## config.mk

```make
export PLATFORM = sky130hd
export DESIGN_NAME = cdt_ram
export DESIGN_NICKNAME = d
export VERILOG_FILES = /design/src/rtl/core/cdt_ram.sv
export SDC_FILE = /design/constraint.sdc
export NUM_CORES = 1
export LEC_CHECK = 0
export BUFFER_PORTS_ARGS = -buffer_cell sky130_fd_sc_hd__buf_2
export CAP_MARGIN = 20
export CORE_ASPECT_RATIO = 2
export CORE_UTILIZATION = 35
export CTS_CLUSTER_SIZE = 14
export DETAILED_ROUTE_END_ITERATION = 16
export GPL_TIMING_DRIVEN = 1
export HOLD_SLACK_MARGIN = 0.1
export SLEW_MARGIN = 20
export SYNTH_ARGS = -nofsm -noshare
export SYNTH_HDL_FRONTEND = slang
export SYNTH_SLANG_ARGS = --single-unit
export TNS_END_PERCENT = 100
```

## constraint.sdc

```tcl
create_clock -name clock -period 5.6 [get_ports clock]
set_clock_uncertainty 0.15 [all_clocks]
set_input_delay 1.12 -clock clock [delete_from_list [all_inputs] [get_ports clock]]
set_output_delay 1.12 -clock clock [all_outputs]
set_load 0.005 [all_outputs]
```

## src/rtl/core/cdt_ram.sv

```systemverilog
// single port write, single port read synchronous ram
module cdt_ram #(
   parameter int WIDTH  = 8,
   parameter int DEPTH  = 64,
   parameter int ADDR_W = 6
) (
   input  logic              clock,
   input  logic              wr_en,
   input  logic [ADDR_W-1:0] wr_addr,
   input  logic [WIDTH-1:0]  wr_data,
   input  logic [ADDR_W-1:0] rd_addr,
   output logic [WIDTH-1:0]  rd_data
);
   logic [WIDTH-1:0] mem [DEPTH];
   logic [WIDTH-1:0] rd_data_ff;

   always_ff @(posedge clock) begin
      if (wr_en) begin
         mem[wr_addr] <= wr_data;
      end
      rd_data_ff <= mem[rd_addr];
   end

   assign rd_data = rd_data_ff;
endmodule

```

# Word level (Yosys, flattened, before mapping)
# Memories as Yosys holds them, arrays and structs flattened. A register that Yosys moved wholly into a read port is not among the register bits.
# Index checks and enable logic that the tools add are counted.
classes:
  muxes: 2
op_table:
  columns: ["operator", "count"]
  rows:
  - ["$mux 1", 2]
word_totals:
  ff_bits: 0
  ram_bits: 512
  in_bits: 22
  wordCells: 3
  memories: 1
mem_list:
  columns: ["name", "depth", "word_bits", "read_ports", "rd_clocked_by_memory_dff", "write_ports", "line_no", "rtl"]
  rows:
  - ["mem", 64, 8, 1, 1, 1, "14", "logic [WIDTH-1:0] mem [DEPTH];"]

# Depth between registers and ports, before layout
# Gate-level depths: netlist of the first run.
depth:
  depth_word: 2
  depth_mapped: 9

# Least setup slack after synthesis of the first run
# Ideal clock, no wire load.
synth_timing:
  path_type: "input -> register"
  startpoint: "in rd_addr[1]"
  endpoint: "reg rd_data_ff[3], in the netlist rd_data[3] (read register of mem)"
  t_arrival_ns: 2.660
  required_time_ns: 5.322
  setup_slack_ns: 2.662
  cell_stages: 7
  path_buffers: 3
  path_cell_list: "buf_4 > buf_2 > buf_2 > mux4_2 > mux4_2 > o21ai_1 > o41ai_1"
synth_lines:
  columns: ["element", "line_no", "rtl"]
  rows:
  - ["start: declaration", "11", "input logic [ADDR_W-1:0] rd_addr,"]
  - ["end: declaration", "15", "logic [WIDTH-1:0] rd_data_ff;"]

==> impl_results.md, run 1 <==
* Layout cell share with drive strength beyond 1 at 23.6%
* Slew margin rel. at 31.2%
* Via Count at 9291
* Via density at 5.27
* Hold-fix buffers, CTS at 0
* FF+latch area at 15500 µm²
* Most used DFF post-synth: edfxtp_1
* Startpoint Class: input pin
* YS warnings at 0
* WS Path Type: input pin to flip-flop
* Max cap viols at 0
* Vias in the first global route at 9973
* Root buf cell: clkbuf_16
* Synth area leader: edfxtp_1
* WL per Instance at 26.7 µm
* Worst Path Arrival at 3.68 ns
* Crit-path slowest cell: nor4_1
* Multi-input gate area at 4320 µm²
* Final GP Congestion at 0.857
* 1st-iter DRT viols at 679
* Synth cell types at 40
* Setup violations, final at 0
* Die width at 172 µm
* DRC Markers at 0
* Post-cts resize count at 0
* Post-DP HPWL at 30.9 mm
* Largest net degree at the start of global routing at 66
* Uppermost routed layer: met5
* Max-slew violations at 0
* Mapped Area at 20200 µm²
* DR pass1 iterations at 7
* H-tree levels at 2
* Pwr per Cell Area at 334 nW/µm²
* CP required at 5.90 ns
* FMAX at 296 MHz
* IO Port Bufs at 29
* Die ar. at 58600 µm²
* Gr ovfl total at 0
* Yosys reg bits at 520
* VDD IR max at 0.195 mV
* Floorplan row count at 124
* CTS clk-pin slew, worst paths at 0.07 ns
* Largest stage delay, worst path at 0.89 ns
* Setup TNS Final at 0 ns
* Ranking of synthesized cells by area: edfxtp_1, mux4_2, nor2_1, mux2i_1, dfxtp_1
* Area growth syn-to-layout at 10.7%
* Worst-Skew Late Latency at 0.57 ns
* Met2 routed WL at 26.7 mm
* Post-synth EDFFs at 512
* Dpl cells at 1695
* Worst Hold Class: flip-flop to flip-flop
* Most common cell in the netlist: edfxtp_1
* Period utilisation layout at 60.3%
* Clock sink total at 520
* Top-area cell type share of the netlist area at 76.2%
* Met3 WL at 1.52 mm
* Syn Area/Cell at 21.5 µm²
* Dpl ws at 1.60 ns
* Worst Setup End Kind: flip-flop
* WL final at 47.0 mm
* IO Pins at 30
* Cell count after synthesis at 940
* Post-synth net total at 962
* Post-Route M1 WL at 16.0 mm
* Layout Cells excl Fill at 1763
* Die Span Y at 341 µm
* Initial Util at 35.3%
* Tot GR Track Use at 16.7%
* CP max FO at 65
* Post-CTS Setup Bufs at 0
* Worst Hold Slack at 0.677 ns
* Tmin final at 3.38 ns
* Total CTS buffers at 43
* Post-synth ARST share at 0%
* Top post-synthesis cells by count: edfxtp_1, mux4_2, nor2_1, mux2i_1, nand2_1
* Leak Pwr at 0.00675 µW
* Crit-path cells: clkbuf_8, buf_4, a211oi_1, nor4_1, nor3_1, o32ai_1
* Final WS setup at 2.22 ns
* Post-synthesis sequential area ratio at 77.0%
* CORE AREA at 57100 µm²
* RSZ-0062 raised after global routing: no
* CTS max path bufs at 3
* Post-route ant nets at 0
* Worst-margin pin slew at 1.02 ns
* First-pass GRT wire length at 69.0 mm
* Filler cell count at 5195
* Status: finished clean
* Initial antenna violation count at 4
* CTS tree: yes
* Final Hold Viols at 0
* Nets@finish at 1006
## through the flow
step / util [%] / power [µW] / area [µm²]
2_1_floorplan: - / 4630 / 20200
3_3_place_gp: 37.0 / 4800 / 21100
4_1_cts: 39.1 / 7520 / 22300
6_report: 39.1 / 7450 / 22300
3_5_place_dp: 37.0 / 4810 / 21100
5_1_grt: 39.1 / 7650 / 22300
## critical path: cells and delay by family
kind	cells	cell delay, ns
AOI/OAI and AO/OA	2	0.45
buffers and inverters	2	1.00
and+or+nand+nor	2	1.00
## area by class of cell
cell class	count	area share [%]
antenna	1	0.0112
clock buffer	64	5.22
clock inverter	3	0.0729
multi-input combinational	369	19.4
sequential	520	69.6
tap	756	4.24
timing repair buffer	50	1.53
## power breakdown
part,internal [µW],switching (µW),total [µW]
clock,1430,1300,2730
combinational,148,254,402
sequential,4310,12.2,4320
## placed cells by master (no fill, tap or decap), types with 2 or more instances in the layout
cell type    n
edfxtp_1   512
o2111ai_1    3
nand3b_1     3
o221a_2      2
buf_4       21
o32ai_1      2
o21ai_1      2
clkbuf_1    20
o22ai_1      8
o41ai_1      2
a221oi_1     6
nand2b_1     7
o21a_1       2
a2111oi_0    2
o2bb2ai_1    3
nor2_1      83
buf_12       2
clkbuf_16   43
clkinv_1     2
nor3_1       6
o21ai_0      2
dfxtp_1      8
mux2_2      13
nand3_1     13
nand4_1      2
nor4_1       2
buf_2       26
mux4_2     126
a22oi_1      3
clkbuf_8     2
nor2b_1     14
nand2_1     19
o221ai_1     8
a21oi_1      3
a211oi_1     4
mux2i_1     23
## final timing paths
| check | endpoint | cells after the start | slack [ns] | startpoint |
|---|---|---|---|---|
| worst max-delay path | rd_data[6] | 6 | 2.22 | rd_addr[0] |
| worst min-delay path | rd_data[2] | 4 | 0.68 | mem[34][2] |
| worst max register to register | rd_data[0] | 5 | 3.30 | mem[15][0] |
| worst min register to register | rd_data[2] | 4 | 0.68 | mem[34][2] |
## per-layer routing
layer,up-vias,track usage (%)
met5,-,0
met4,8,9.44
met3,106,2.16
met2,230,31.4
met1,4959,17.6
li1,3988,-
## logic make-up (layout without fill, tap and decap cells)
kind of cell,Yosys count,count (layout),synth area share [%]
DFF,520,520,77.0
buffers and inverters,51,117,1.57
other,0,1,0
muxes,162,162,15.9
AOI/OAI and AO/OA,54,54,2.07
and+or+nand+nor,153,153,3.39
## state kept, by name, summed over array words and instances (netlist names)
name / cells
rd_data: 8
mem: 512
(Power assumes the default switching activity.)
==> inputs of run 2 (changes only) <==
- ABC_AREA: unset -> 1
- clock period: 5.6 -> 3 ns (I/O delays scaled with it)
==> run 2 against run 1 <==
Net effect:
- global-route usage rose by 2.1 points
- flip-flop and latch count did not move
- synthesized cell count rose by 92%
- cell count rose by 51%
- non-clock buffer count rose by 84
- sequential share of layout area fell by 4.6 points
- worst setup slack got worse by 1.2 ns
- area after synthesis rose by 5.8%
- critical endpoint is now rd_data[2]
- largest cell class unchanged
- largest power group unchanged
- highest routed layer unchanged
==> impl_results.md, run 2 <==
* Post-synth ARST share at 0%
* Die ar. at 62000 µm²
* Worst Setup End Kind: flip-flop
* DRC Markers at 0
* Nets@finish at 1894
* Gr busiest metal: met2
* WS Path Type: input pin to flip-flop
* Max-slew violations at 0
* Met3 usage at 2.01%
* Clock sink total at 520
* Via density at 5.16
* Area growth syn-to-layout at 12.1%
* First-pass GRT wire length at 85.6 mm
* Post-synth EDFFs at 512
* Post-route ant nets at 0
* DR pass1 iterations at 5
* Post-synth net total at 1827
* Ranking of synthesized cells by area: edfxtp_1, nand2_1, nand3_1, buf_6, nor2_1
* Delay-heaviest family, CP: simple AND/OR/NAND/NOR gates
* Final Hold Viols at 0
* Post-synthesis sequential area ratio at 72.8%
* Post-CTS Setup Bufs at 0
* Vias in the first global route at 13.8k
* Largest stage delay, worst path at 0.30 ns
* CTS max path bufs at 3
* Synth area leader: edfxtp_1
* CP max FO at 41
* Gr ovfl total at 0
* WL final at 57.5 mm
* Crit-path slowest cell: inv_6
* Slew margin rel. at 29.9%
* Worst-margin pin slew at 1.05 ns
* M2 GR Usage at 34.7%
* CORE AREA at 60100 µm²
* Die width at 177 µm
* H-tree levels at 2
* YS warnings at 0
* Initial Util at 35.5%
* Root buf cell: clkbuf_16
* Layout cell share with drive strength beyond 1 at 9.89%
* FMAX at 503 MHz
* Post-DP HPWL at 36.3 mm
* Diode count at 0
* Tot GR Track Use at 18.8%
* Period utilisation layout at 66.2%
* Syn Area/Cell at 11.8 µm²
* Worst Hold Class: input pin to flip-flop
* WL per Instance at 21.6 µm
* Max cap viols at 0
* Max FFs per register at 512
* IO Pins at 30
* IO Port Bufs at 29
* Commonest non-fill, non-tap cell in the layout: nand2_1
* Die Span Y at 351 µm
* VDD IR max at 0.337 mV
* Synth cell types at 16
* Most frequent cells in the layout: nand2_1, edfxtp_1, nand3_1, buf_4, nor2_1
* RSZ-0062 raised after global routing: no
* Setup TNS Final at 0 ns
* Most flop-heavy register: mem
* Worst Path Arrival at 2.35 ns
* Final WS setup at 1.01 ns
* CP required at 3.36 ns
* Layout Cells excl Fill at 2665
* CTS tree: yes
* Final GP Congestion at 0.898
* Cell count after synthesis at 1805
* Pwr per Cell Area at 598 nW/µm²
* Dpl ws at 0.460 ns
* Crit-path cells: buf_6, inv_6, buf_12, nand2_1, nand3_1, nand3_1, nand2_1, nand2_1, nand3_1, nand3_1, nand2_1
* Leak Pwr at 0.00860 µW
* Yosys reg bits at 520
* Buf+Inv Stages, Crit Path at 3
* Setup violations, final at 0
* Floorplan row count at 127
* Met1 Usage GRT at 20.0%
* 1st-iter DRT viols at 861
* Initial antenna violation count at 2
* Final core utilization at 39.8%
* Mapped Area at 21300 µm²
* Post-cts resize count at 0
* CTS clk-pin slew, worst paths at 0.07 ns
* Most used DFF post-synth: edfxtp_1
* Largest net degree at the start of global routing at 137
* Dpl cells at 2600
* Worst-Skew Late Latency at 0.57 ns
* Most common cell in the netlist: nand2_1
* Via Count at 13.8k
* Hold-fix buffers, CTS at 0
* Startpoint Class: input pin
* Top-area cell type share of the netlist area at 72.0%
* Status: finished clean
* Total CTS buffers at 44
* Tmin final at 1.99 ns
* Top post-synthesis cells by count: nand2_1, edfxtp_1, nand3_1, nor2_1, buf_2
run 2: cell types whose count changed after synthesis, moves of 10 or more:
cell / previous run / this run
buf_6: 4 / 35
nor2_1: 83 / 56
nor2b_1: 14 / 0
mux2_2: 13 / 0
mux2i_1: 23 / 0
inv_1: 0 / 10
nand3_1: 13 / 439
mux4_2: 126 / 0
nand2_1: 19 / 648
buf_2: 11 / 37
run 2: layout make-up:
class | instances | area, µm²
clock buffer | 62 | 1220
clock inverter | 3 | 22.5
fill | 5693 | 36100
inverter | 12 | 52.6
multi-input combinational | 1160 | 4950
sequential | 520 | 15500
tap | 774 | 968
timing repair buffer | 134 | 1180
run 2: through the flow:
stage	power, µW	hold slack [ns]	cell area (µm²)
2_1_floorplan	8770	0.549	21300
3_3_place_gp	9210	0.670	22700
3_5_place_dp	9220	0.668	22700
4_1_cts	14400	0.211	23900
5_1_grt	14700	0.257	23900
6_report	14300	0.236	23900
run 2: logic make-up after synthesis:
kind of cell	count (synthesis)	share of synthesized area (%)
AND/OR/NAND/NOR	1160	23.2
buffers and inverters	125	4.02
flip-flops	520	72.8
run 2: metal layers:
layer	part of all wire, %	up-vias
met5	0.042	-
met4	6.8	4
met3	4.2	145
met2	53	371
met1	36	6794
li1	-	6442
run 2: where the power goes:
| group | total [µW] | switching, µW | internal [µW] |
|---|---|---|---|
| logic | 991 | 730 | 261 |
| clock network | 5260 | 2450 | 2810 |
| registers | 8060 | 26.6 | 8040 |
run 2: tightest hold or removal path, stage by stage:
cell and delay (ns):
buf_2 0.16, nand3_1 0.10, nand2_1 0.05
run 2: final timing paths:
check	startpoint	to	slack [ns]	cells past startpoint
setup / recovery	rd_addr[0]	rd_data[2]	1.01	11
hold / removal	rd_addr[5]	rd_data[7]	0.24	3
setup reg to reg	mem[63][2]	rd_data[2]	1.38	8
hold reg to reg	mem[16][5]	rd_data[5]	0.67	8
==> inputs of run 3 (changes only) <==
- clock period: 3 -> 1.95 ns (I/O delays scaled with it)
==> run 3 against run 2 <==
Net effect:
- global-route usage grew 0.36 points
- combinational power up 73%
- count of clock-buffer cells in the layout is 5 lower
- sequential power is 54% higher
- total power increased by 54%
==> impl_results.md, run 3 (same netlist as run 2, synthesis figures left out) <==
* Status: finished clean
* Leak Pwr at 0.00899 µW
* Final Hold Viols at 0
* CTS max path bufs at 3
* DR pass1 iterations at 6
* Hold_sp: wr_data[0]
* Pwr per Cell Area at 895 nW/µm²
* Layout Cells excl Fill at 2736
* Buf+Inv Stages, Crit Path at 1
* Commonest non-fill, non-tap cell in the layout: nand2_1
* Die Span Y at 351 µm
* Worst Hold Class: input pin to flip-flop
* Worst Path Arrival at 1.18 ns
* Initial Util at 35.5%
* Tmin final at 1.72 ns
* Delay-heaviest family, CP: flip-flops
* Final GP Congestion at 0.939
* Crit. Startpoint: rd_data[3]
* 1st-iter DRT viols at 1286
* Design Area, Final at 24700 µm²
* Worst-margin pin slew at 0.557 ns
* Worst-Skew Late Latency at 0.57 ns
* Met2 routed WL at 31.4 mm
* Clock sink total at 520
* Gr ovfl total at 0
* Filler cell count at 5644
* CORE AREA at 60100 µm²
* Post-CTS Setup Bufs at 0
* RSZ-0062 raised after global routing: no
* CP required at 1.41 ns
* WS Path Type: flip-flop to output pin
* CTS clk-pin slew, worst paths at 0.07 ns
* FMAX at 583 MHz
* VDD IR max at 0.555 mV
* Slew margin rel. at 62.8%
* Largest net degree at the start of global routing at 65
* Crit-path cells: buf_2
* Vias in the first global route at 14.4k
* Root buf cell: clkbuf_16
* DRC Markers at 0
* H-tree levels at 2
* Worst Setup End Kind: output pin
* Area growth syn-to-layout at 15.6%
* Die width at 177 µm
* FF+latch area at 15500 µm²
* CP max FO at 1
* Max cap viols at 0
* Most frequent cells in the layout: nand2_1, edfxtp_1, nand3_1, buf_4, nor2_1
* Uppermost routed layer: met4
* Largest stage delay, worst path at 0.44 ns
* Reg-to-Reg Start: mem[34][2]
* Met3 WL at 2.33 mm
* Nets@finish at 1964
* Startpoint Class: flip-flop
* Period utilisation layout at 88.0%
* Setup violations, final at 0
* WL per Instance at 21.3 µm
* Post-Route M1 WL at 20.3 mm
* Multi-input gate area at 5010 µm²
* First-pass GRT wire length at 87.2 mm
* Max FFs per register at 512
* Die ar. at 62000 µm²
* IO Port Bufs at 29
* Most flop-heavy register: mem
* Via Count at 14.1k
* IO Pins at 30
* CTS tree: yes
* Floorplan row count at 127
* Placed Area at 23400 µm²
* Post-route ant nets at 0
* Post-DP HPWL at 38.2 mm
* Crit-path slowest cell: dfxtp_1
* Dpl cells at 2668
* Total CTS buffers at 44
* Via density at 5.16
* Tot GR Track Use at 19.2%
* Layout cell share with drive strength beyond 1 at 13.4%
* Initial antenna violation count at 2
* Max-slew violations at 0
* WL final at 58.2 mm
[run 3: changes by cell type in the layout (fill, tap and decap cells not counted), sizes merged]
| cell | change |
|---|---|
| inv | +2 |
| buf | +68 |
| clkinv | +3 |
| diode | +1 |
| clkbuf | -5 |
| dlygate4sd3 | +2 |
[run 3: path summary, 6_finish.rpt]
kind | end | slack, ns | cells after the start
hold / removal | mem[16][0] | 0.15 | 1
setup / recovery | rd_data[3] | 0.23 | 1
setup reg to reg | rd_data[2] | 0.33 | 8
hold reg to reg | rd_data[5] | 0.66 | 8
[run 3: area by class of cell]
type                    count  area share (%)
flip-flops and latches    520            63.0
multi-input cells        1160            20.3
repair buffers            204            7.64
clock buffers              57            4.75
well taps                 774            3.92
inverters                  12           0.213
clock inverters             8           0.198
diodes                      1          0.0101
[run 3: what timing repair did]
action / in CTS / in global routing
resized for setup: 0 / 0
hold endpoints to repair: 14 / 0
hold buffers: 2 / 0
[run 3: routing by layer]
| layer | track usage [%] | vias to the layer above |
|---|---|---|
| met5 | 0 | - |
| met4 | 13.5 | 0 |
| met3 | 2.14 | 171 |
| met2 | 35.7 | 458 |
| met1 | 19.7 | 6885 |
| li1 | - | 6594 |
[run 3: where the power goes]
group / internal, µW / switching, µW / total, µW
registers: 12400 / 45.1 / 12400
logic: 531 / 1180 / 1710
clock network: 4190 / 3790 / 7980
total: 17100 / 5010 / 22100
[run 3: per-stage QoR]
| stage | hold slack (ns) | TNS [ns] | util [%] | total power, µW | setup slack, ns |
|---|---|---|---|---|---|
| final | 0.150 | 0 | 41.1 | 22100 | 0.235 |
| after global routing | 0.159 | 0 | 41.1 | 22700 | 0.207 |
| after CTS | 0.130 | 0 | 41.1 | 22200 | 0.212 |
| after detailed placement | 0.636 | -0.647 | 39.0 | 14300 | -0.178 |
| after global placement | 0.618 | -0.530 | 39.0 | 14300 | -0.183 |
| after floorplan | 0.339 | -51.75 | - | 13500 | -0.166 |
