`src/rtl/core/cdt_pkg.sv`:
```
// shared constants and codes for the cell dirty tracker
package cdt_pkg;

   localparam int MAX_COLS_DEF  = 128;
   localparam int MAX_ROWS_DEF  = 64;
   localparam int CELL_BITS_DEF = 64;

   localparam logic [2:0] OP_WRITE_CELL = 3'd0;
   localparam logic [2:0] OP_WRITE_FG   = 3'd1;
   localparam logic [2:0] OP_ERASE_SPAN = 3'd2;
   localparam logic [2:0] OP_ERASE_ALL  = 3'd3;
   localparam logic [2:0] OP_FLUSH_ROW  = 3'd4;
   localparam logic [2:0] OP_BOUNDS     = 3'd5;

   localparam logic [1:0] CFG_SCREEN_WIDTH  = 2'd0;
   localparam logic [1:0] CFG_SCREEN_HEIGHT = 2'd1;
   localparam logic [1:0] CFG_BLANK_CELL    = 2'd2;

   localparam logic [7:0] WIDTH_RESET  = 8'd80;
   localparam logic [6:0] HEIGHT_RESET = 7'd24;

   typedef logic [63:0] csr_data_type;

endpackage

```
`src/rtl/core/cdt_if.sv`:
```
// request and response channel interfaces
interface cdt_req_if;
   logic        valid;
   logic        ready;
   logic [2:0]  operation;
   logic [6:0]  col;
   logic [5:0]  row;
   logic [7:0]  span_length;
   logic [63:0] cell_value;
   logic [31:0] fg_value;
   modport source (output valid, operation, col, row, span_length, cell_value, fg_value,
                   input ready);
   modport sink (input valid, operation, col, row, span_length, cell_value, fg_value,
                 output ready);
endinterface

interface cdt_rsp_if;
   logic       valid;
   logic       ready;
   logic [6:0] out_col;
   logic [5:0] out_row;
   logic [7:0] out_length;
   logic [6:0] frame_top;
   logic [5:0] frame_bottom;
   logic       last;
   modport source (output valid, out_col, out_row, out_length, frame_top, frame_bottom, last,
                   input ready);
   modport sink (input valid, out_col, out_row, out_length, frame_top, frame_bottom, last,
                 output ready);
endinterface

```
`src/rtl/core/cdt_ctrl.sv`:
```
// sequencer: read-modify-write of cells and row bounds, flush walk, clear sweep
module cdt_ctrl #(
   parameter int MAX_COLS  = 128,
   parameter int MAX_ROWS  = 64,
   parameter int CELL_BITS = 64,
   parameter int ADDR_W    = 13,
   parameter int ROW_AW    = 6,
   parameter int COL_W     = 7
) (
   input  logic                   clock,
   input  logic                   reset,
   cdt_req_if.sink                req,
   cdt_rsp_if.source              rsp,
   input  logic                   csr_write_enable,
   input  logic [1:0]             csr_index,
   input  cdt_pkg::csr_data_type  csr_write_data,
   output logic                   cell_we,
   output logic [ADDR_W-1:0]      cell_waddr,
   output logic [CELL_BITS:0]     cell_wdata,
   output logic [ADDR_W-1:0]      cell_raddr,
   input  logic [CELL_BITS:0]     cell_rdata,
   output logic                   bnd_we,
   output logic [ROW_AW-1:0]      bnd_addr,
   output logic [2*COL_W:0]       bnd_wdata,
   input  logic [2*COL_W:0]       bnd_rdata
);
   import cdt_pkg::*;

   localparam int DEPTH   = MAX_COLS * MAX_ROWS;
   localparam int FG_BITS = CELL_BITS / 2;

   localparam logic [3:0] S_CLR  = 4'd0;
   localparam logic [3:0] S_IDLE = 4'd1;
   localparam logic [3:0] S_BRD  = 4'd2;
   localparam logic [3:0] S_BLD  = 4'd3;
   localparam logic [3:0] S_CRD  = 4'd4;
   localparam logic [3:0] S_CWR  = 4'd5;
   localparam logic [3:0] S_BWR  = 4'd6;
   localparam logic [3:0] S_FIN  = 4'd7;
   localparam logic [3:0] S_QRY  = 4'd8;

   logic [3:0]           state_ff, state_in;
   logic [ADDR_W-1:0]    sweep_ff, sweep_in;
   logic [CELL_BITS-1:0] sweep_val_ff, sweep_val_in;
   logic [2:0]           op_ff, op_in;
   logic [5:0]           row_ff, row_in;
   logic [7:0]           end_ff, end_in;
   logic [CELL_BITS-1:0] cval_ff, cval_in;
   logic [FG_BITS-1:0]   fg_ff, fg_in;
   logic                 inside_ff, inside_in;
   logic [COL_W-1:0]     x_ff, x_in;
   logic                 ne_ff, ne_in;
   logic [COL_W-1:0]     left_ff, left_in;
   logic [COL_W-1:0]     right_ff, right_in;
   logic [6:0]           top_ff, top_in;
   logic [5:0]           bot_ff, bot_in;
   logic                 erased_ff, erased_in;
   logic [7:0]           run_len_ff, run_len_in;
   logic [COL_W-1:0]     run_col_ff, run_col_in;
   logic                 cr_valid_ff, cr_valid_in;
   logic [COL_W-1:0]     cr_col_ff, cr_col_in;
   logic [7:0]           cr_len_ff, cr_len_in;
   logic [7:0]           width_ff, width_in;
   logic [6:0]           height_ff, height_in;
   logic [63:0]          blank_ff, blank_in;
   logic                 rv_ff, rv_in;
   logic [6:0]           ocol_ff, ocol_in;
   logic [5:0]           orow_ff, orow_in;
   logic [7:0]           olen_ff, olen_in;
   logic [6:0]           otop_ff, otop_in;
   logic [5:0]           obot_ff, obot_in;
   logic                 olast_ff, olast_in;

   logic [7:0]           ew;
   logic [6:0]           eh;
   logic                 out_free;
   logic [8:0]           span_sum;
   logic [CELL_BITS-1:0] q;
   logic                 d;
   logic [CELL_BITS-1:0] newv;
   logic                 chg;
   logic                 complete;
   logic [COL_W-1:0]     comp_col;
   logic [7:0]           comp_len;
   logic                 row_ok;

   assign ew = (int'(width_ff) > MAX_COLS) ? 8'(MAX_COLS) : width_ff;
   assign eh = (int'(height_ff) > MAX_ROWS) ? 7'(MAX_ROWS) : height_ff;
   assign out_free = !rv_ff || rsp.ready;
   assign q = cell_rdata[CELL_BITS-1:0];
   assign d = cell_rdata[CELL_BITS];
   assign req.ready = (state_ff == S_IDLE);
   assign cell_raddr = ADDR_W'(ADDR_W'(row_ff) * ADDR_W'(MAX_COLS) + ADDR_W'(x_ff));
   assign bnd_addr = (state_ff == S_CLR) ? ROW_AW'(sweep_ff) : ROW_AW'(row_ff);

   assign rsp.valid        = rv_ff;
   assign rsp.out_col      = ocol_ff;
   assign rsp.out_row      = orow_ff;
   assign rsp.out_length   = olen_ff;
   assign rsp.frame_top    = otop_ff;
   assign rsp.frame_bottom = obot_ff;
   assign rsp.last         = olast_ff;

   always_comb begin
      state_in = state_ff;   sweep_in = sweep_ff;     sweep_val_in = sweep_val_ff;
      op_in = op_ff;         row_in = row_ff;         end_in = end_ff;
      cval_in = cval_ff;     fg_in = fg_ff;           inside_in = inside_ff;
      x_in = x_ff;           ne_in = ne_ff;           left_in = left_ff;
      right_in = right_ff;   top_in = top_ff;         bot_in = bot_ff;
      erased_in = erased_ff; run_len_in = run_len_ff; run_col_in = run_col_ff;
      cr_valid_in = cr_valid_ff; cr_col_in = cr_col_ff; cr_len_in = cr_len_ff;
      width_in = width_ff;   height_in = height_ff;   blank_in = blank_ff;
      rv_in = rv_ff && !rsp.ready;
      ocol_in = ocol_ff;     orow_in = orow_ff;       olen_in = olen_ff;
      otop_in = otop_ff;     obot_in = obot_ff;       olast_in = olast_ff;
      cell_we = 1'b0;
      cell_waddr = cell_raddr;
      cell_wdata = {1'b0, q};
      bnd_we = 1'b0;
      bnd_wdata = {ne_ff, left_ff, right_ff};
      span_sum = {1'b0, req.col} + {1'b0, req.span_length};
      row_ok = ({1'b0, req.row} < eh);
      newv = cval_ff;
      chg = 1'b0;
      complete = 1'b0;
      comp_col = run_col_ff;
      comp_len = run_len_ff;

      if (csr_write_enable) begin
         case (csr_index)
            CFG_SCREEN_WIDTH:  width_in = csr_write_data[7:0];
            CFG_SCREEN_HEIGHT: height_in = csr_write_data[6:0];
            CFG_BLANK_CELL:    blank_in = csr_write_data;
            default: ;
         endcase
      end

      case (state_ff)
         S_CLR: begin
            cell_we = 1'b1;
            cell_waddr = sweep_ff;
            cell_wdata = {1'b0, sweep_val_ff};
            if (int'(sweep_ff) < MAX_ROWS) begin
               bnd_we = 1'b1;
               bnd_wdata = '0;
            end
            sweep_in = sweep_ff + 1'b1;
            if (sweep_ff == ADDR_W'(DEPTH - 1)) begin
               state_in = S_IDLE;
            end
         end
         S_IDLE: begin
            if (req.valid) begin
               op_in = req.operation;
               row_in = req.row;
               x_in = COL_W'(req.col);
               cval_in = CELL_BITS'(req.cell_value);
               fg_in = FG_BITS'(req.fg_value);
               end_in = (req.span_length == 8'd0 || span_sum > {1'b0, ew}) ?
                        ew : span_sum[7:0];
               inside_in = row_ok && ({1'b0, req.col} < ew);
               case (req.operation)
                  OP_WRITE_CELL, OP_WRITE_FG, OP_ERASE_SPAN: begin
                     if (row_ok && ({1'b0, req.col} < ew)) begin
                        state_in = S_BRD;
                     end
                  end
                  OP_ERASE_ALL: begin
                     if (!erased_ff) begin
                        sweep_in = '0;
                        sweep_val_in = blank_ff[CELL_BITS-1:0];
                        top_in = eh;
                        bot_in = '0;
                        erased_in = 1'b1;
                        state_in = S_CLR;
                     end
                  end
                  OP_FLUSH_ROW: begin
                     inside_in = row_ok;
                     cr_valid_in = 1'b0;
                     run_len_in = '0;
                     state_in = row_ok ? S_BRD : S_FIN;
                  end
                  OP_BOUNDS: state_in = S_QRY;
                  default: ;
               endcase
            end
         end
         S_BRD: state_in = S_BLD;
         S_BLD: begin
            ne_in = bnd_rdata[2*COL_W];
            left_in = bnd_rdata[2*COL_W-1:COL_W];
            right_in = bnd_rdata[COL_W-1:0];
            state_in = S_CRD;
            if (op_ff == OP_FLUSH_ROW) begin
               x_in = bnd_rdata[2*COL_W-1:COL_W];
               if (!bnd_rdata[2*COL_W]) begin
                  state_in = S_FIN;
               end
            end
         end
         S_CRD: state_in = S_CWR;
         S_CWR: begin
            if (op_ff == OP_FLUSH_ROW) begin
               if (d) begin
                  comp_len = run_len_ff + 8'd1;
                  if (run_len_ff == 8'd0) begin
                     comp_col = x_ff;
                  end
                  complete = (x_ff == right_ff);
               end else begin
                  complete = (run_len_ff != 8'd0);
               end
               // a finished run parks until the one before it has left
               if (!(complete && cr_valid_ff && !out_free)) begin
                  if (d) begin
                     cell_we = 1'b1;
                     cell_wdata = {1'b0, q};
                  end
                  run_len_in = d ? comp_len : 8'd0;
                  run_col_in = comp_col;
                  if (complete) begin
                     if (cr_valid_ff) begin
                        rv_in = 1'b1;
                        ocol_in = 7'(cr_col_ff);
                        orow_in = row_ff;
                        olen_in = cr_len_ff;
                        otop_in = '0;
                        obot_in = '0;
                        olast_in = 1'b0;
                     end
                     cr_valid_in = 1'b1;
                     cr_col_in = comp_col;
                     cr_len_in = comp_len;
                  end
                  if (x_ff == right_ff) begin
                     state_in = S_FIN;
                  end else begin
                     x_in = x_ff + 1'b1;
                     state_in = S_CRD;
                  end
               end
            end else begin
               if (op_ff == OP_WRITE_FG) begin
                  newv = {q[CELL_BITS-1:FG_BITS], fg_ff};
                  chg = (q[FG_BITS-1:0] != fg_ff);
               end else begin
                  newv = (op_ff == OP_ERASE_SPAN) ? blank_ff[CELL_BITS-1:0] : cval_ff;
                  chg = (q != newv);
               end
               if (chg) begin
                  cell_we = 1'b1;
                  cell_wdata = {1'b1, newv};
                  if (!d) begin
                     if ({1'b0, row_ff} < top_ff) begin
                        top_in = {1'b0, row_ff};
                     end
                     if (row_ff > bot_ff) begin
                        bot_in = row_ff;
                     end
                     if (!ne_ff) begin
                        ne_in = 1'b1;
                        left_in = x_ff;
                        right_in = x_ff;
                     end else begin
                        if (x_ff < left_ff) left_in = x_ff;
                        if (x_ff > right_ff) right_in = x_ff;
                     end
                     erased_in = 1'b0;
                  end
               end
               if (op_ff == OP_ERASE_SPAN && (8'(x_ff) + 8'd1) < end_ff) begin
                  x_in = x_ff + 1'b1;
                  state_in = S_CRD;
               end else begin
                  state_in = S_BWR;
               end
            end
         end
         S_BWR: begin
            bnd_we = 1'b1;
            bnd_wdata = {ne_ff, left_ff, right_ff};
            state_in = S_IDLE;
         end
         S_FIN: begin
            if (out_free) begin
               rv_in = 1'b1;
               ocol_in = cr_valid_ff ? 7'(cr_col_ff) : 7'd0;
               orow_in = row_ff;
               olen_in = cr_valid_ff ? cr_len_ff : 8'd0;
               otop_in = '0;
               obot_in = '0;
               olast_in = 1'b1;
               if (inside_ff) begin
                  bnd_we = 1'b1;
                  bnd_wdata = '0;
               end
               state_in = S_IDLE;
            end
         end
         S_QRY: begin
            if (out_free) begin
               rv_in = 1'b1;
               ocol_in = '0;
               orow_in = '0;
               olen_in = '0;
               otop_in = top_ff;
               obot_in = bot_ff;
               olast_in = 1'b1;
               top_in = eh;
               bot_in = '0;
               state_in = S_IDLE;
            end
         end
         default: state_in = S_IDLE;
      endcase
   end

   always_ff @(posedge clock) begin
      if (reset) begin
         state_ff <= S_CLR;
         sweep_ff <= '0;
         sweep_val_ff <= '0;
         top_ff <= (int'(HEIGHT_RESET) > MAX_ROWS) ? 7'(MAX_ROWS) : HEIGHT_RESET;
         bot_ff <= '0;
         erased_ff <= 1'b1;
         cr_valid_ff <= 1'b0;
         width_ff <= WIDTH_RESET;
         height_ff <= HEIGHT_RESET;
         blank_ff <= '0;
         rv_ff <= 1'b0;
      end else begin
         state_ff <= state_in;
         sweep_ff <= sweep_in;
         sweep_val_ff <= sweep_val_in;
         top_ff <= top_in;
         bot_ff <= bot_in;
         erased_ff <= erased_in;
         cr_valid_ff <= cr_valid_in;
         width_ff <= width_in;
         height_ff <= height_in;
         blank_ff <= blank_in;
         rv_ff <= rv_in;
      end
   end

   always_ff @(posedge clock) begin
      op_ff <= op_in;         row_ff <= row_in;         end_ff <= end_in;
      cval_ff <= cval_in;     fg_ff <= fg_in;           inside_ff <= inside_in;
      x_ff <= x_in;           ne_ff <= ne_in;           left_ff <= left_in;
      right_ff <= right_in;   run_len_ff <= run_len_in; run_col_ff <= run_col_in;
      cr_col_ff <= cr_col_in; cr_len_ff <= cr_len_in;
      ocol_ff <= ocol_in;     orow_ff <= orow_in;       olen_ff <= olen_in;
      otop_ff <= otop_in;     obot_ff <= obot_in;       olast_ff <= olast_in;
   end
endmodule

```
`src/flat_wrapper.sv`:
```
// flat-port wrapper written by rule: the top's interface ports become plain ports
module cdt_ctrl_flat import cdt_pkg::*;
#(
   parameter int MAX_COLS  = 128,
   parameter int MAX_ROWS  = 64,
   parameter int CELL_BITS = 64,
   parameter int ADDR_W    = 13,
   parameter int ROW_AW    = 6,
   parameter int COL_W     = 7
)
  (clock, reset, csr_write_enable, csr_index, csr_write_data, cell_we, cell_waddr, cell_wdata, cell_raddr, cell_rdata, bnd_we, bnd_addr, bnd_wdata, bnd_rdata, req_valid, req_operation, req_col, req_row, req_span_length, req_cell_value, req_fg_value, req_ready, rsp_valid, rsp_out_col, rsp_out_row, rsp_out_length, rsp_frame_top, rsp_frame_bottom, rsp_last, rsp_ready);
  cdt_req_if req_i ();
  cdt_rsp_if rsp_i ();
  input  logic clock;
  input  logic reset;
  input  logic csr_write_enable;
  input  logic [1:0] csr_index;
  input  cdt_pkg::csr_data_type csr_write_data;
  output logic cell_we;
  output logic [ADDR_W-1:0] cell_waddr;
  output logic [CELL_BITS:0] cell_wdata;
  output logic [ADDR_W-1:0] cell_raddr;
  input  logic [CELL_BITS:0] cell_rdata;
  output logic bnd_we;
  output logic [ROW_AW-1:0] bnd_addr;
  output logic [2*COL_W:0] bnd_wdata;
  input  logic [2*COL_W:0] bnd_rdata;
  input wire logic [$bits(req_i.valid)-1:0] req_valid;
  input wire logic [$bits(req_i.operation)-1:0] req_operation;
  input wire logic [$bits(req_i.col)-1:0] req_col;
  input wire logic [$bits(req_i.row)-1:0] req_row;
  input wire logic [$bits(req_i.span_length)-1:0] req_span_length;
  input wire logic [$bits(req_i.cell_value)-1:0] req_cell_value;
  input wire logic [$bits(req_i.fg_value)-1:0] req_fg_value;
  output wire logic [$bits(req_i.ready)-1:0] req_ready;
  output wire logic [$bits(rsp_i.valid)-1:0] rsp_valid;
  output wire logic [$bits(rsp_i.out_col)-1:0] rsp_out_col;
  output wire logic [$bits(rsp_i.out_row)-1:0] rsp_out_row;
  output wire logic [$bits(rsp_i.out_length)-1:0] rsp_out_length;
  output wire logic [$bits(rsp_i.frame_top)-1:0] rsp_frame_top;
  output wire logic [$bits(rsp_i.frame_bottom)-1:0] rsp_frame_bottom;
  output wire logic [$bits(rsp_i.last)-1:0] rsp_last;
  input wire logic [$bits(rsp_i.ready)-1:0] rsp_ready;
  assign req_i.valid = req_valid;
  assign req_i.operation = req_operation;
  assign req_i.col = req_col;
  assign req_i.row = req_row;
  assign req_i.span_length = req_span_length;
  assign req_i.cell_value = req_cell_value;
  assign req_i.fg_value = req_fg_value;
  assign req_ready = req_i.ready;
  assign rsp_valid = rsp_i.valid;
  assign rsp_out_col = rsp_i.out_col;
  assign rsp_out_row = rsp_i.out_row;
  assign rsp_out_length = rsp_i.out_length;
  assign rsp_frame_top = rsp_i.frame_top;
  assign rsp_frame_bottom = rsp_i.frame_bottom;
  assign rsp_last = rsp_i.last;
  assign rsp_i.ready = rsp_ready;
  cdt_ctrl #(.MAX_COLS(MAX_COLS), .MAX_ROWS(MAX_ROWS), .CELL_BITS(CELL_BITS), .ADDR_W(ADDR_W), .ROW_AW(ROW_AW), .COL_W(COL_W)) u_core (.clock(clock), .reset(reset), .req(req_i), .rsp(rsp_i), .csr_write_enable(csr_write_enable), .csr_index(csr_index), .csr_write_data(csr_write_data), .cell_we(cell_we), .cell_waddr(cell_waddr), .cell_wdata(cell_wdata), .cell_raddr(cell_raddr), .cell_rdata(cell_rdata), .bnd_we(bnd_we), .bnd_addr(bnd_addr), .bnd_wdata(bnd_wdata), .bnd_rdata(bnd_rdata));
endmodule
```
`config.mk`:
```
export PLATFORM = sky130hd
export DESIGN_NAME = cdt_ctrl_flat
export DESIGN_NICKNAME = d
export VERILOG_FILES = /design/src/rtl/core/cdt_pkg.sv /design/src/rtl/core/cdt_if.sv /design/src/rtl/core/cdt_ctrl.sv /design/src/flat_wrapper.sv
export SDC_FILE = /design/constraint.sdc
export NUM_CORES = 1
export LEC_CHECK = 0
export ABC_AREA = 1
export BUFFER_PORTS_ARGS = -buffer_cell sky130_fd_sc_hd__buf_4
export CAP_MARGIN = 25
export CORE_MARGIN = 2
export CORE_UTILIZATION = 55
export CTS_CLUSTER_DIAMETER = 200
export DETAILED_ROUTE_END_ITERATION = 12
export GPL_ROUTABILITY_DRIVEN = 0
export PLACE_DENSITY = 0.89
export SETUP_SLACK_MARGIN = 0.4
export SLEW_MARGIN = 20
export SYNTH_ARGS = -nofsm -noshare
export SYNTH_HDL_FRONTEND = slang
export SYNTH_SLANG_ARGS = --single-unit
export TNS_END_PERCENT = 1
```
`constraint.sdc`:
```
create_clock -name clock -period 16.9 [get_ports clock]
set_input_delay 0.845 -clock clock [delete_from_list [all_inputs] [get_ports clock]]
set_output_delay 0.845 -clock clock [all_outputs]
set_load 0.05 [all_outputs]
```
Yosys cells after proc, flatten, opt, wreduce, memory -nomap -nowiden
Cells that the tools add are included.
Cells by class
  $add $sub $neg: 6
  order comparisons: 11
  equality and inequality tests: 48
  muxes and demuxes: 156
  bitwise operators: 2
  reductions and logical operators: 45
Operators by type and width (count)
  2-to-1 mux 7 bit: 39
  2-to-1 mux 65 bit: 2
  one-hot mux 65 bit (2 select lines): 1
  2-to-1 mux 64 bit: 2
  2-to-1 mux 8 bit: 15
  2-to-1 mux 6 bit: 19
  one-hot mux 7 bit (3 select lines): 4
  != test 64 bit: 1
  one-hot mux 6 bit (3 select lines): 3
  2-to-1 mux 13 bit: 4
  2-to-1 mux 15 bit: 3
  2-to-1 mux 1 bit: 37
  2-to-1 mux 4 bit: 8
  != test 32 bit: 1
  one-hot mux 15 bit (2 select lines): 1
  one-hot mux 4 bit (7 select lines): 1
  one-hot mux 7 bit (2 select lines): 2
  one-hot mux 13 bit (2 select lines): 1
  != test 2 x 1 -> 1 bit (second input constant): 12
  one-hot mux 8 bit (3 select lines): 1
  AND reduction 6 bit: 4
  AND reduction 9 bit: 2
  == test 4 x 3 -> 1 bit (second input constant): 4
  zero test 8 bit: 2
  other kinds (54): 99
Word-level totals
  bits in registers: 377
  input port bits: 271
  output and inout bits: 151
  logic and storage cells: 299

Longest topological paths before layout
  depth in word-level cells: 9
  gate-level depth with buffers: 20
  gate-level depth less buffers: 18

Worst setup path before layout
No wires, ideal clock.
  path type: reg2reg
  start point: register u_core.state_ff[0]
  end point: register u_core.sweep_val_ff[0]
  setup time: 0.119 ns
  data arrival time: 7.782 ns
  data required time: 16.781 ns
  setup slack: 8.998 ns
  stages on the path, launching flop included: 12
  buffers on the path: 2
  clock period less this slack: 7.902 ns
  path through: dfxtp_1 inv_2 nor2_1 inv_1 nor2_2 inv_2 nor2_1 nand3_1 clkinv_1 clkbuf_1 buf_2 a21oi_1
Between the ends
  word-level cells in the longest chain between the ends: 2
RTL lines
  from (decl): RTL line cdt_ctrl.sv:42  | logic [3:0] state_ff, state_in;
  from (signal assigned): RTL line cdt_ctrl.sv:333  | state_ff <= state_in;
  == test 4 x 1 -> 1 bit
  net req_ready: RTL line flat_wrapper.sv:35  | output wire logic [$bits(req_i.ready)-1:0] req_ready;
  AND reduction 4 bit (no source line)
  to (signal assigned): RTL line cdt_ctrl.sv:335  | sweep_val_ff <= sweep_val_in;
  to (decl): RTL line cdt_ctrl.sv:44  | logic [CELL_BITS-1:0] sweep_val_ff, sweep_val_in;
The timed path passes the listed nets, and every way through them passes these cells.
A chain may end at the register's enable or synchronous reset.

Worst setup path in the final report
  start point: register u_core.op_ff[0]
  end point: output port cell_we
Between the ends
  word-level cells in the longest chain between the ends: 9
  elaborated cells between the ends (all ways): 11
  classes of those cells: eq/ne (4); mux (7)
RTL lines
  from (decl): RTL line cdt_ctrl.sv:45  | logic [2:0] op_ff, op_in;
  from (signal assigned): RTL line cdt_ctrl.sv:348  | op_ff <= op_in; row_ff <= row_in; end_ff <= end_in;
  == test 3 x 2 -> 1 bit: RTL line cdt_ctrl.sv:248  | newv = (op_ff == OP_ERASE_SPAN) ? blank_ff[CELL_BITS-1:0] : cval_ff;
  2-to-1 mux 64 bit: RTL line cdt_ctrl.sv:248
  != test 64 bit: RTL line cdt_ctrl.sv:249  | chg = (q != newv);
  2-to-1 mux 1 bit: RTL line cdt_ctrl.sv:244  | if (op_ff == OP_WRITE_FG) begin
  2-to-1 mux 1 bit: RTL line cdt_ctrl.sv:204  | if (op_ff == OP_FLUSH_ROW) begin
  2-to-1 mux 1 bit: RTL line cdt_ctrl.sv:138  | case (state_ff)
  2-to-1 mux 1 bit: RTL line cdt_ctrl.sv:251  | if (chg) begin
  2-to-1 mux 1 bit *: RTL line cdt_ctrl.sv:204
  one-hot mux 1 bit (2 select lines) *: RTL line cdt_ctrl.sv:138
  to (decl): RTL line flat_wrapper.sv:19  | output logic cell_we;
Every way passes the cells marked *; elsewhere a longest branch is shown, timed or not. The select of a mux whose other input is x is not followed.

==> run summary <==
The internal power of the cells is 1.92 mW. The flow ran to the end, and the final reports show no timing, DRC or antenna violations. The arithmetic-cell share of the synthesized area counting full adders, half adders and majority gates came out at 0.0381.

The time the final worst path needs with I/O delays and setup is 5.19 ns. Leaving out filler cells and counting taps, the final layout contains 3581. The cell type with the highest occurrence count on the critical path is sky130_fd_sc_hd__nand2_1. The later-pin clock latency in the skew report is 0.56 ns. The met2 capacity usage during global routing is 0.597. The routed wire length per instance is 19.5 um.

The top achievable clock speed came out at 193 MHz. In this run the tightest slew margin relative to its limit is 0.277. The data required time at the worst endpoint is 16.06 ns.

Ranked by total cell area, the synthesized netlist is headed by sky130_fd_sc_hd__edfxtp_1, sky130_fd_sc_hd__dfxtp_1, sky130_fd_sc_hd__nand2_1. Clock-pin slew was measured on the worst setup and hold paths at 0.06 ns. The area share of xor/xnor cells in the synthesized design came out at 0.0128. Gates resized during post-CTS repair numbered 0. The share of layout cells above drive strength 1 is 0.173.

The part of the cycle the worst path needs came out at 0.307. The worst setup path is of the register to output pin kind. The peak fanout along the critical path is 59.

Power spread over the standard cell area amounts to 131 mW/mm^2. The post-layout net count came out at 3409. The cell with the biggest individual delay on the critical path is sky130_fd_sc_hd__nand3_4. The sum of negative setup slack came out at 0 ns. In this run the vertical extent of the chip is 197 um. The number of buffer cells added on primary ports came out at 421. The worst-case clock buffer depth came out at 3.

In the routed layout, each cell is associated on average with a via count of 5.94. The met3 layer usage reported by global route is 0.0765. The worst hold path belongs to the class input port to register.

The chip width is 197 um. The dominant combinational cell family by area after synthesis is simple AND/OR/NAND/NOR gates. For this design the total switching power over the nets is 1.38 mW.

In this run the clock root is driven by a sky130_fd_sc_hd__clkbuf_16. The area growth from synthesis to layout came out at 23.0%. The total count of hold-check failures in the final report is 0.

The worst setup path is launched from a register. After floorplanning, the core was sized to cover 0.0367 mm^2. Global routing finished with a remaining overflow of 0. Summing all multi-input logic gate instances after layout gives 0.00929 mm^2.

The initial cell density of the core came out at 0.560. The clock share of power is 0.256. Summing over every cut layer, the via total after detailed routing is 21300. The async set-or-reset flop fraction in the synthesized netlist is 0. The switching share of power is 0.418. The cell count after placement is 3500. The portion of total power attributed to combinational logic is 0.401. The sequential area share after synthesis is 0.465. The number of synthesized flops with an enable pin is 201. The area share of and/or/nand/nor cells after synthesis came out at 0.238.

The number of iterations in the first detailed-routing pass came out at 7. Of the post-synthesis cell area, the part taken by muxes is 0. The sequential cells in the finished layout cover a total of 0.00956 mm^2. The gate family responsible for the most delay along the worst path is simple AND/OR/NAND/NOR gates. During I/O placement, the number of pins put on the boundary was 422.

The number of global-route vias before repair came out at 20300. The power share of the sequential group came out at 0.343. The final count of pins violating max slew is 0. The count of yosys warnings during synthesis came out at 0. Post-CTS timing repair inserted 0 buffers for setup.

Counting every sink on the clock net gives 377. The aggregate routed wire length is 69.9 mm. Of the post-synthesis cell area, the dominant cell type holds 0.294. The biggest area contributor in the post-synthesis netlist is sky130_fd_sc_hd__edfxtp_1.

The post-synth net total came out at 3048. The largest stage delay on the critical path is 0.55 ns. The leakage dissipation came out at 11.6 nW. In this run, CTS created clock tree buffers numbering 40. The HPWL after detailed placement came out at 49.2 mm. For flop-to-flop paths, the worst setup slack is 12.14 ns. The endpoint arrival time on the critical path came out at 4.35 ns. The clock tree from TritonCTS is yes. The total buffers and inverters traversed by the critical path came out at 3. The netlist uses 44 different library cells. Between clock sinks in the finished design, the worst skew comes to 0.0285 ns.

At the pin with the least slew margin, the transition time is 1.08 ns. The overall routing resource usage is 0.349. The worst setup path is captured at an output pin. The iteration-0 DRC count of the detailed router came out at 2450. The compound-cell area share of the yosys netlist is 0.160. The detail route stage leaves a number of antenna-violating nets equal to 0. The pin count of the biggest net entering global routing is 91.

The first-pass GRT wire length is 106 mm. The full die area came out at 0.0389 mm^2. The post-synthesis average cell area is 7.57 um^2. Setup violations remaining at the end of the flow were counted as 0. The global routing stage identified its most utilized layer as met2. Among all flip-flop cells after synthesis, the most frequent one is sky130_fd_sc_hd__edfxtp_1.

The max capacitance violation total came out at 0. The number of core rows came out at 70. The met1 track demand over resource in global routing came out at 0.406. The post-cts hold buffer count came out at 0. The fill cell instance count of the final layout came out at 2767. The DRC violation count after routing came out at 0. The number of cells produced by synthesis came out at 2715. IR analysis of the VDD net gives a maximum drop of 0.127 mV.

The initial antenna violation count came out at 8. Traced cell by cell, the critical path runs through inv_2 -> nand3_4 -> buf_4 -> o21ai_0 -> nand2_1 -> nand2_1 -> nand2_1 -> nor2_1 -> nand2_1 -> nor2_1 -> nand3_1 -> nand3_1 -> a31oi_1 -> buf_4. The depth of the CTS H-tree is 2. The area of the mapped netlist came out at 0.0206 mm^2. Setup repair after global routing left no endpoint under its margin. The number of storage elements in the synthesis netlist is 377.
==> registers in the layout (all words and copies together), names as in the netlist, 8 cells and up <==
signal and flops:
u_core.sweep_val_ff 64, u_core.rsp.out_length 8, u_core.cval_ff 64, u_core.width_ff 8, u_core.end_ff 8, u_core.fg_ff 32, u_core.run_len_ff 8, u_core.sweep_ff 13
u_core.blank_ff 64, u_core.cr_len_ff 8
==> worst register-to-register path: stages, from the launching register on <==
cell	delay, ns
sky130_fd_sc_hd__edfxtp_1	0.49
sky130_fd_sc_hd__inv_2	0.39
sky130_fd_sc_hd__nand3_4	0.55
sky130_fd_sc_hd__buf_4	0.54
sky130_fd_sc_hd__o21ai_0	0.47
sky130_fd_sc_hd__inv_1	0.09
sky130_fd_sc_hd__nand2_1	0.07
sky130_fd_sc_hd__nand2_1	0.04
sky130_fd_sc_hd__nand2_1	0.05
sky130_fd_sc_hd__nor2_1	0.06
sky130_fd_sc_hd__nand2_1	0.07
sky130_fd_sc_hd__nor2_1	0.05
sky130_fd_sc_hd__nand3_1	0.18
sky130_fd_sc_hd__nand2_1	0.08
sky130_fd_sc_hd__nand2_1	0.35
sky130_fd_sc_hd__nand4_1	0.35
sky130_fd_sc_hd__nor2_1	0.54
==> power groups by stage <==
stage	Combinational (mW)	Clock (mW)	Sequential, mW
2_1_floorplan	0.830	0	1.18
3_3_place_gp	1.26	0	1.15
3_5_place_dp	1.29	0	1.15
4_1_cts	1.30	0.848	1.13
5_1_grt	1.41	0.881	1.14
6_report	1.32	0.844	1.13
==> routing by layer <==
metal / wire length [um] / vias to the layer above
met1: 23900 / 9683
met3: 7940 / 313
met5: 16 / -
li1: - / 9787
met4: 4390 / 4
met2: 33700 / 1489
==> cells by family after synthesis <==
group | after synthesis
compound gates | 589
flops | 377
simple gates | 1200
fa+ha+maj | 62
buf+inv | 457
xor+xnor | 30
==> layout make-up <==
cell class,instances,share of cell area
timing repair buffer,443,0.132
clock buffer,60,0.0458
sequential,377,0.378
antenna,5,0.000495
tap,468,0.0232
inverter,333,0.0497
clock inverter,14,0.00292
multi-input combinational,1881,0.368
==> Yosys cell counts (2+ instances only) <==
cell type                  count
sky130_fd_sc_hd__nand2_1     673
sky130_fd_sc_hd__o21ai_0     326
sky130_fd_sc_hd__inv_1       322
sky130_fd_sc_hd__nor2_1      299
sky130_fd_sc_hd__edfxtp_1    201
sky130_fd_sc_hd__dfxtp_1     176
sky130_fd_sc_hd__a21oi_1     146
sky130_fd_sc_hd__nand3_1     142
sky130_fd_sc_hd__clkbuf_1     88
sky130_fd_sc_hd__ha_1         61
sky130_fd_sc_hd__o221ai_1     58
sky130_fd_sc_hd__nor3_1       27
sky130_fd_sc_hd__nand4_1      25
sky130_fd_sc_hd__o211ai_1     24
sky130_fd_sc_hd__xor2_1       23
sky130_fd_sc_hd__buf_2        17
sky130_fd_sc_hd__a31oi_1      14
sky130_fd_sc_hd__buf_1        13
sky130_fd_sc_hd__or2_2        11
sky130_fd_sc_hd__nor4_1       10
sky130_fd_sc_hd__inv_2         8
sky130_fd_sc_hd__xnor2_1       7
sky130_fd_sc_hd__buf_4         6
sky130_fd_sc_hd__nand3b_1      4
sky130_fd_sc_hd__o21bai_1      4
sky130_fd_sc_hd__a22oi_1       3
sky130_fd_sc_hd__clkinv_1      3
sky130_fd_sc_hd__nor2_2        3
sky130_fd_sc_hd__o21ai_1       3
sky130_fd_sc_hd__a211oi_1      2
sky130_fd_sc_hd__o21a_1        2
sky130_fd_sc_hd__o311ai_0      2
==> placed cells by master, fill, tap and decap left out, drive strengths merged <==
| master | n |
|---|---|
| dfxtp | 176 |
| xor2 | 23 |
| o221ai | 58 |
| ha | 61 |
| o21bai | 4 |
| nand3b | 4 |
| a22oi | 3 |
| nand4 | 25 |
| xnor2 | 7 |
| nor3 | 29 |
| nand3 | 144 |
| clkinv | 17 |
| nand2 | 674 |
| o21ai | 329 |
| o21a | 2 |
| a21oi | 147 |
| nor2 | 302 |
| a211oi | 2 |
| a21o | 1 |
| diode | 5 |
| a221o | 1 |
| fa | 1 |
| o211ai | 24 |
| a31oi | 14 |
| edfxtp | 201 |
| o311ai | 2 |
| inv | 330 |
| and3 | 1 |
| o31ai | 1 |
| or2 | 11 |
| nor4 | 10 |
| clkbuf | 61 |
| buf | 442 |
| a41oi | 1 |
==> path summary, 6_finish.rpt <==
path	start	to	cells after the start
worst min-delay path	req_cell_value[4]	u_core.cval_ff[4]	1
worst max-delay path	u_core.op_ff[0]	cell_we	14
worst max register to register	u_core.op_ff[0]	u_core.right_ff[3]	16
worst min register to register	u_core.top_ff[3]	u_core.top_ff[3]	2
==> through the flow <==
step	instance area [um^2]	util	setup WS [ns]	hold WS, ns	power [mW]
3_5_place_dp	24000	0.654	12.33	0.451	2.44
2_1_floorplan	20600	-	9.00	0.429	2.01
6_report	25300	0.689	11.71	0.461	3.30
3_3_place_gp	24000	0.654	12.53	0.446	2.40
4_1_cts	25200	0.688	11.82	0.444	3.28
5_1_grt	25300	0.688	11.49	0.450	3.43
No activity file was read; power rests on OpenSTA's default activity.
